File: config.mk
export PLATFORM = sky130hd
export DESIGN_NAME = hmf_ctrl
export DESIGN_NICKNAME = d
export VERILOG_FILES = /design/src/hdl/hmf_pkg.sv /design/src/hdl/hmf_ctrl.sv
export SDC_FILE = /design/constraint.sdc
export NUM_CORES = 1
export LEC_CHECK = 0
export BUFFER_PORTS_ARGS = -buffer_cell sky130_fd_sc_hd__buf_2
export CORE_AREA = 2 2 39 41
export DETAILED_ROUTE_END_ITERATION = 10
export DIE_AREA = 0 0 41 43
export PLACE_DENSITY_LB_ADDON = 0.25
export SLEW_MARGIN = 30
export SYNTH_ARGS = -nofsm -noshare
export SYNTH_HDL_FRONTEND = slang
export SYNTH_SLANG_ARGS = --single-unit
File: constraint.sdc
create_clock -name clk -period 1.2 [get_ports clk]
set_input_delay 0.24 -clock clk [delete_from_list [all_inputs] [get_ports clk]]
set_output_delay 0.24 -clock clk [all_outputs]
set_load 0.05 [all_outputs]
File: src/hdl/hmf_pkg.sv
// Package for the Hill-type muscle force step: sequencer codes, command
// struct and fixed-point constants. No dependencies.
`timescale 1ns / 1ps
`default_nettype none
package hmf_pkg;

  typedef enum logic [4:0] {
    ST_IDLE, ST_T1, ST_T2, ST_T3, ST_T4, ST_T5, ST_T6, ST_T7, ST_T8,
    ST_D1, ST_D2, ST_D3,
    ST_I1, ST_I2, ST_I3, ST_I4, ST_I5, ST_I6, ST_I7, ST_I8
  } step_t;

  typedef struct packed {
    step_t step;
    logic  load;
    logic  store;
  } hmf_cmd_t;

  localparam logic signed [32:0] TW_B1  = 33'sd2822753;
  localparam logic signed [32:0] TW_2A  = 33'sd2077080760;
  localparam logic signed [32:0] TW_ASQ = 33'sd1004492976;

  // n / 50 with n = hi * 2^24 + lo: 2^24 = 50 * DIV_CHUNK + 16,
  // remaining part (16 * hi + lo) divided by multiplying with ceil(2^33 / 50)
  localparam logic signed [32:0] DIV_RCP   = 33'sd171798692;
  localparam logic signed [32:0] DIV_CHUNK = 33'sd335544;

endpackage
`default_nettype wire

File: src/hdl/hmf_ctrl.sv
// Sequencer for the muscle force step: handshakes and step order.
// Depends on hmf_pkg.
`timescale 1ns / 1ps
`default_nettype none
module hmf_ctrl import hmf_pkg::*; (
  input  wire logic     clk,
  input  wire logic     rst_n,
  input  wire logic     in_valid,
  output logic          in_ready,
  output logic          out_valid,
  input  wire logic     out_ready,
  output hmf_cmd_t      cmd
);

  step_t      state_r, state_nxt;
  logic       out_valid_r, out_valid_nxt;

  always_ff @(posedge clk) begin
    if (!rst_n) begin
      state_r     <= ST_IDLE;
      out_valid_r <= 1'b0;
    end else begin
      state_r     <= state_nxt;
      out_valid_r <= out_valid_nxt;
    end
  end

  always_comb begin
    state_nxt   = state_r;
    in_ready    = 1'b0;
    cmd.step    = state_r;
    cmd.load    = 1'b0;
    cmd.store   = 1'b0;
    case (state_r)
      ST_IDLE: begin
        in_ready = 1'b1;
        if (in_valid) begin
          cmd.load  = 1'b1;
          state_nxt = ST_T1;
        end
      end
      ST_T1: state_nxt = ST_T2;
      ST_T2: state_nxt = ST_T3;
      ST_T3: state_nxt = ST_T4;
      ST_T4: state_nxt = ST_T5;
      ST_T5: state_nxt = ST_T6;
      ST_T6: state_nxt = ST_T7;
      ST_T7: state_nxt = ST_T8;
      ST_T8: state_nxt = ST_D1;
      ST_D1: state_nxt = ST_D2;
      ST_D2: state_nxt = ST_D3;
      ST_D3: state_nxt = ST_I1;
      ST_I1: state_nxt = ST_I2;
      ST_I2: state_nxt = ST_I3;
      ST_I3: state_nxt = ST_I4;
      ST_I4: state_nxt = ST_I5;
      ST_I5: state_nxt = ST_I6;
      ST_I6: state_nxt = ST_I7;
      ST_I7: state_nxt = ST_I8;
      ST_I8: begin
        if (!out_valid_r || out_ready) begin
          cmd.store = 1'b1;
          state_nxt = ST_IDLE;
        end
      end
      default: state_nxt = ST_IDLE;
    endcase
    out_valid_nxt = cmd.store | (out_valid_r & ~out_ready);
  end

  assign out_valid = out_valid_r;

  a_accept_leaves_idle: assert property (@(posedge clk) disable iff (!rst_n)
    in_valid && in_ready |=> state_r == ST_T1)
    else $error("accepted beat did not start the sequence");

  a_result_from_last_step: assert property (@(posedge clk) disable iff (!rst_n)
    $rose(out_valid_r) |-> $past(state_r == ST_I8))
    else $error("result appeared outside the final step");

  a_result_held: assert property (@(posedge clk) disable iff (!rst_n)
    out_valid && !out_ready |=> out_valid)
    else $error("result beat dropped before acceptance");

endmodule
`default_nettype wire

Yosys cells after proc, flatten, opt, wreduce, memory -nomap -nowiden
Index checks and enable logic that the tools add are counted.
{ "word_totals": {"reg_bits": 6, "in_bits": 4, "out_inout_bits": 9, "elab_cells": 38} }
{ "classes": {"eq_ne": 21, "n_mux": 8, "bitwise": 3, "n_reduce_logical": 4} }
{ "ops": {"columns": ["operator", "n"], "rows": [
  ["$pmux W5 S20", 1],
  ["$eq A5 B4 Y1 const B", 8],
  ["$eq A5 B3 Y1 const B", 4],
  ["$eq A5 B5 Y1 const B", 4],
  ["$eq A5 B2 Y1 const B", 2],
  ["$mux W5", 2],
  ["$eq A5 B1 Y1 const B", 1],
  ["$logic_not A5 Y1", 1],
  ["$mux W1", 5],
  ["$ne A2 B2 Y1 const B", 2],
  ["$reduce_and A2 Y1", 1],
  ["$and A1 B1 Y1", 1],
  ["$logic_not A1 Y1", 1],
  ["$logic_or A1 B1 Y1", 1],
  ["$not A1 Y1", 1],
  ["$or A1 B1 Y1", 1]
]} }

Depth between registers and ports, before layout
Gate-level depths: netlist of run 1.
{ "depth": {"word_depth": 5, "mapped_depth": 4, "mapped_depth_nobuf": 3} }

Worst setup path after synthesis of run 1
No wires, ideal clock.
{ "synth_timing": {"kind": "register to output", "startpoint": "reg state_r[3]", "endpoint": "out cmd[1] in the netlist's numbering", "t_arrival_ps": 2981, "required_time_ps": 960, "path_slack_ps": -2021, "path_stages_with_launch": 4, "path_buffers": 0, "path_cell_list": "dfxtp_1 -> or2_2 -> nor4_1 -> and2_1"} }
{ "synth_lines": {"columns": ["item", "line_no", "source"], "rows": [
  ["start, declared", "hmf_ctrl.sv:15", "step_t state_r, state_nxt;"],
  ["start signal, assigned", "hmf_ctrl.sv:23", "state_r <= state_nxt;"],
  ["end, declared", "hmf_ctrl.sv:12", "output hmf_cmd_t cmd"]
]} }

==> out/qor.csv, run 1 <==
stage;metric;value;unit
route;antenna-violating nets left;0;
die;I/O pin total;13;
die;site row count;14;
yosys;Yosys warning total;0;
power_and_ir_drop;total power;0.000664;W
cts;root buffer cell;clkbuf_4;
route;vias post-DR;367;
global_routing;initial antenna violation count;0;
power_and_ir_drop;Peak VDD IR;0.000571;V
die;Die Wd;41;um
critical_path;CP max FO;3;
timing;clk_skew;0.00410;ns
cts;hold_buf cts;0;
critical_path;Slowest cell on crit path;dfxtp_4;
timing;worst slew pin tran;0.323;ns
die;Initial Util;22.2;%
timing;Period Utilization, post-route;135;%
yosys;top cells by area, synth;dfxtp_1, xor2_1, a21oi_1, nand2b_1, buf_6;
worst_hold_path;Hold/Removal Path Class;in -> reg;
cts;CTS Buf Count;3;
timing;setup TNS;-2.04;ns
route;wire per inst;11.7;um
layout;Fill cells;146;
route;Highest Signal Layer;met4;
layout;final core utilization;45.0;%
global_routing;first-pass GRT wire length;1440;um
critical_path;CP Launch Type;register;
critical_path;Reg2Reg Depth;5;
placement;Placer Congestion;0.765;
route;met2 routed WL;471;um
placement;Place WS;-0.300;ns
timing;Slew headroom;78.4;%
status;status;complete, but fails checks;
layout;multi-input logic area;216;um2
power_and_ir_drop;Static Leak;0.279;nW
critical_path;Worst Setup End Kind;output pin;
layout;most common cell after layout, fill and taps aside;buf_4;
cts;CTS clk-pin slew, worst paths;0.05;ns
yosys;Synthesized Nets;40;
critical_path;CP Cell Sequence;or2_4 > nor4_4 > and2_4 > buf_8;
cts;clock buffer depth;2;
layout;area growth from synthesis to layout;102;%
placement;DP HPWL;598;um
route;M1 WL;363;um
yosys;sequential-to-total area share from yosys stat;39.0;%
cts;CTS tree;yes;
route;Via-to-Cell Ratio;4.65;
die;die area;0.00176;mm2
critical_path;Critical Path AT;1.39;ns
yosys;Syn Area/Cell;8.55;um2
critical_path;critical setup path kind;reg -> out;
timing;Hold Fails Final Rpt;0;
yosys;Yosys cell types;21;
route;WL met3;77;um
global_routing;vias in the first global route;340;
status;failing checks;negative setup slack;
die;Core Area;0.00138;mm2
die;die height;43;um
route;final wirelength;921;um
yosys;Yosys reg bits;6;
yosys;Cell Area, Synth;308;um2
timing;final setup vio count;8;
timing;Tmin final;1.63;ns
timing;worst setup margin;-0.425;ns
critical_path;critical path's largest stage delay;0.34;ns
yosys;Yosys top cell by area;dfxtp_1;
route;DR iter-0 viols;3;
timing;Peak Freq;615;MHz
layout;most frequent cells in the layout;buf_4, buf_2, buf_6;
worst_hold_path;Hold Crit Depth;3;
timing;RSZ-0062 raised after global routing;yes;
cts;worst-skew pair later-pin latency;0.25;ns
cts;clk sinks;6;
yosys;Post-Syn Instances;36;
yosys;Synth top area share;39.0;%
global_routing;Remaining Overflow, GRT;0;
global_routing;GRT Overall Usage;12.6;%
run;Max-Cap Viols;0;
cts;H-tree level count;1;
layout;share of layout cells above drive strength 1;69.8;%
global_routing;pin count of the biggest net entering global routing;10;
layout;Antenna Diode Count;0;
layout;storage element area;136;um2
placement;number of port buffers;12;
route;DRC;0;
power_and_ir_drop;PD cells;1070;mW/mm2
timing;Final Max Tran Viols;0;
critical_path;CP Data Required Time;0.96;ns
route;TritonRoute pass-1 iters;4;
layout;Net count, final;69;
[per-stage QoR]
step | cells | hold slack [ns] | cell area [um2]
finish | 79 | 0.281 | 623
detailed placement | 71 | 0.526 | 478
floorplan | 36 | 0.370 | 353
CTS | 78 | 0.274 | 598
global placement | 71 | 0.529 | 478
global route | 79 | 0.272 | 623
[cell usage after synthesis]
master and number:
a21boi_0 1, a21oi_1 3, and2_1 1, buf_2 1
buf_6 1, dfxtp_1 6, inv_1 1, nand2_1 2
nand2b_1 2, nand3_1 2, nand4_1 1, nor2_1 3
nor2b_1 1, nor3b_1 1, nor4_1 1, o21ai_0 2
o21ai_2 1, or2_2 1, or3b_1 1, or4_4 1
xor2_1 3
[layer usage]
layer | up-vias | GRT usage, %
met5 | - | 0
met4 | 0 | 4.00
met3 | 4 | 7.85
met2 | 16 | 18.1
met1 | 168 | 14.8
li1 | 179 | -
[layout make-up]
type	instances	area share, %
Clock buffer	3	3.61
Inverter	1	0.602
Multi-Input combinational cell	27	34.7
Sequential cell	6	21.9
Tap cell	16	3.21
Timing Repair Buffer	26	35.9
[kinds of logic after synthesis]
kind of cell / share of synthesized area [%]
AOI/OAI and AO/OA: 13.4
and+or+nand+nor: 32.5
xor gates and xnor gates: 8.54
buffers and inverters: 6.50
DFF: 39.0
[where the power goes]
part           leakage [nW]  switching, W  total, W  internal (W)
sequential           0.0522     0.0000195  0.000228      0.000208
combinational         0.213      0.000136  0.000240      0.000105
clock                0.0138     0.0000819  0.000196      0.000114
total                 0.279      0.000237  0.000664      0.000427
[worst max-delay path, delay by kind of cell, from the launching register on]
kind / cells / cell delay, ns
buf+inv: 1 / 0.13
flops: 1 / 0.34
simple gates: 3 / 0.65
[final timing paths]
kind | startpoint | endpoint | slack [ns]
min reg2reg | state_r[0] | state_r[0] | 0.61
max | state_r[3] | cmd[1] | -0.43
min | rst_n | state_r[4] | 0.28
max reg2reg | state_r[4] | state_r[1] | -0.23
[registers in the layout (all words and copies together), names as in the netlist]
name	cells
out_valid	1
state_r	5
[what timing repair did]
action | 4_1_cts | 5_1_grt
gates cloned | 0 | 0
setup endpoints to repair | 10 | 10
resized for setup | 19 | 5
setup buffers | 4 | 2
pin swaps | 4 | 0
(Power assumes the default switching activity.)
==> run 2: changes to the inputs <==
==> constraint.sdc (replaced) <==
create_clock -name clk -period 1.6 [get_ports clk]
set_input_delay 0.32 -clock clk [delete_from_list [all_inputs] [get_ports clk]]
set_output_delay 0.32 -clock clk [all_outputs]
set_load 0.05 [all_outputs]
==> out/qor.csv, run 2 (synthesis results as in run 1) <==
stage;metric;value;unit;change
timing;Period Utilization, post-route;109;%;
critical_path;CP startpoint;state_r[3];;unchanged
layout;storage element area;128;um2;was 136 um2
global_routing;vias in the first global route;299;;was 340
cts;worst-skew pair later-pin latency;0.24;ns;was 0.25 ns
route;final wirelength;755;um;was 921 um
cts;CTS Buf Count;3;;unchanged
cts;H-tree level count;1;;unchanged
cts;clk sinks;6;;unchanged
die;Die Wd;41;um;unchanged
critical_path;Reg-to-Reg Start;state_r[4];;unchanged
route;antenna-violating nets left;0;;unchanged
critical_path;Worst Setup End Kind;output pin;;unchanged
die;die area;0.00176;mm2;unchanged
placement;Place WS;0.00557;ns;was -0.300 ns
power_and_ir_drop;PD cells;946;mW/mm2;was 1070 mW/mm2
timing;Tmin final;1.75;ns;
status;status;complete, but fails checks;;unchanged
power_and_ir_drop;Static Leak;0.227;nW;was 0.279 nW
route;DR iter-0 viols;2;;was 3
layout;max reg flops;5;;unchanged
cts;hold_buf cts;0;;unchanged
critical_path;Critical Path AT;1.43;ns;was 1.39 ns
cts;root buffer cell;clkbuf_4;;unchanged
critical_path;CP Cell Sequence;or2_4 > nor4_4 > and2_4 > buf_8;;unchanged
die;Core Area;0.00138;mm2;unchanged
timing;worst setup margin;-0.147;ns;was -0.425 ns
layout;share of layout cells above drive strength 1;52.7;%;was 69.8%
global_routing;Remaining Overflow, GRT;0;;unchanged
critical_path;critical setup path kind;reg -> out;;unchanged
timing;final setup vio count;2;;was 8
route;TritonRoute pass-1 iters;4;;unchanged
critical_path;CP Data Required Time;1.28;ns;was 0.96 ns
worst_hold_path;Hold/Removal Path Class;in -> reg;;unchanged
placement;number of port buffers;12;;unchanged
layout;area growth from synthesis to layout;58.1;%;was 102%
route;vias post-DR;317;;was 367
layout;final core utilization;35.2;%;was 45.0%
critical_path;CP Launch Type;register;;unchanged
timing;Hold Fails Final Rpt;0;;unchanged
route;Via-to-Cell Ratio;4.46;;was 4.65
cts;CTS clk-pin slew, worst paths;0.05;ns;about the same
cts;Post-CTS Setup Bufs;0;;was 4
die;die height;43;um;unchanged
die;I/O pin total;13;;unchanged
global_routing;initial antenna violation count;0;;unchanged
timing;Slew headroom;74.7;%;was 78.4%
critical_path;Slowest cell on crit path;dfxtp_4;;unchanged
timing;Peak Freq;572;MHz;
timing;RSZ-0062 raised after global routing;yes;;unchanged
global_routing;pin count of the biggest net entering global routing;10;;unchanged
layout;Biggest register;state_r;;unchanged
placement;Placer Congestion;0.712;;was 0.765
route;DRC;0;;unchanged
worst_hold_path;hold wc startpoint;rst_n;;unchanged
layout;Fill cells;156;;was 146
die;site row count;14;;unchanged
layout;most common cell after layout, fill and taps aside;buf_2;;was buf_4
status;failing checks;negative setup slack;;unchanged
layout;Net count, final;60;;was 69
layout;Final Cell Area;487;um2;was 623 um2
timing;clk_skew;0.00471;ns;was 0.00410 ns
power_and_ir_drop;Peak VDD IR;0.000281;V;was 0.000571 V
cts;clock buffer depth;2;;unchanged
global_routing;first-pass GRT wire length;1210;um;was 1440 um
timing;Final Max Tran Viols;0;;unchanged
cts;CTS tree;yes;;unchanged
die;Initial Util;22.2;%;unchanged
route;wire per inst;10.6;um;was 11.7 um
global_routing;GRT Overall Usage;10.2;%;was 12.6%
placement;DP HPWL;589;um;was 598 um
layout;multi-input logic area;195;um2;was 216 um2
timing;worst slew pin tran;0.379;ns;was 0.323 ns
layout;most frequent cells in the layout;buf_2, buf_4, dfxtp_1;;was buf_4, buf_2, buf_6
run;Max-Cap Viols;0;;unchanged
layout;Antenna Diode Count;0;;unchanged
critical_path;CP max FO;3;;unchanged
critical_path;critical path's largest stage delay;0.34;ns;about the same
placement;Placed Area;439;um2;was 478 um2
==> run 2: cell count changes in the layout (fill, tap and decap cells not counted), moves of 3 or more <==
cell,before,now
buf_4,12,5
buf_2,5,10
buf_6,5,1
a21oi_1,0,3
a21oi_2,3,0
dfxtp_1,1,4
==> run 2: final cells by class <==
cell class / count / share of cell area (%)
timing repair buffer: 17 / 23.4
multi-input combinational: 27 / 40.1
inverter: 1 / 0.771
clock buffer: 4 / 5.40
sequential: 6 / 26.2
tap: 16 / 4.11
==> run 2: worst max-delay path: cells and delay by family (launching register included) <==
family / cells / cell delay, ns
buffers and inverters: 1 / 0.13
DFF: 1 / 0.34
and+or+nand+nor: 3 / 0.70
==> run 2: worst paths after layout <==
kind | endpoint | slack (ns) | cells after the start
setup reg to reg | state_r[1] | 0.25 | 4
hold reg to reg | state_r[3] | 0.63 | 3
setup / recovery | cmd[1] | -0.15 | 4
hold / removal | out_valid | 0.36 | 2
==> run 2: stage by stage <==
step	hold slack (ns)	cells	TNS (ns)	power [W]
floorplan	0.460	36	-0.844	0.000281
global placement	0.610	67	0	0.000300
detailed placement	0.613	67	0	0.000301
CTS	0.355	71	-0.407	0.000465
global route	0.381	71	-0.456	0.000479
finish	0.358	71	-0.282	0.000460
==> run 2: what timing repair did <==
item,in CTS,in global routing
setup endpoints to repair,3,3
pin swaps,1,0
resized for setup,4,2
==> run 2: power by group <==
group	internal, W	switching [W]	total (W)	leakage [nW]
clock network	0.0000947	0.0000582	0.000153	0.0150
logic	0.0000487	0.0000846	0.000133	0.162
registers	0.000155	0.0000192	0.000174	0.0504
total	0.000298	0.000162	0.000460	0.227
==> run 2: layer usage <==
layer	vias up	GRT usage, %	share of wire, %
li1	162	-	-
met1	147	13.6	43
met2	8	13.8	52
met3	0	3.14	4.8
met4	0	6.00	0
met5	-	0	0
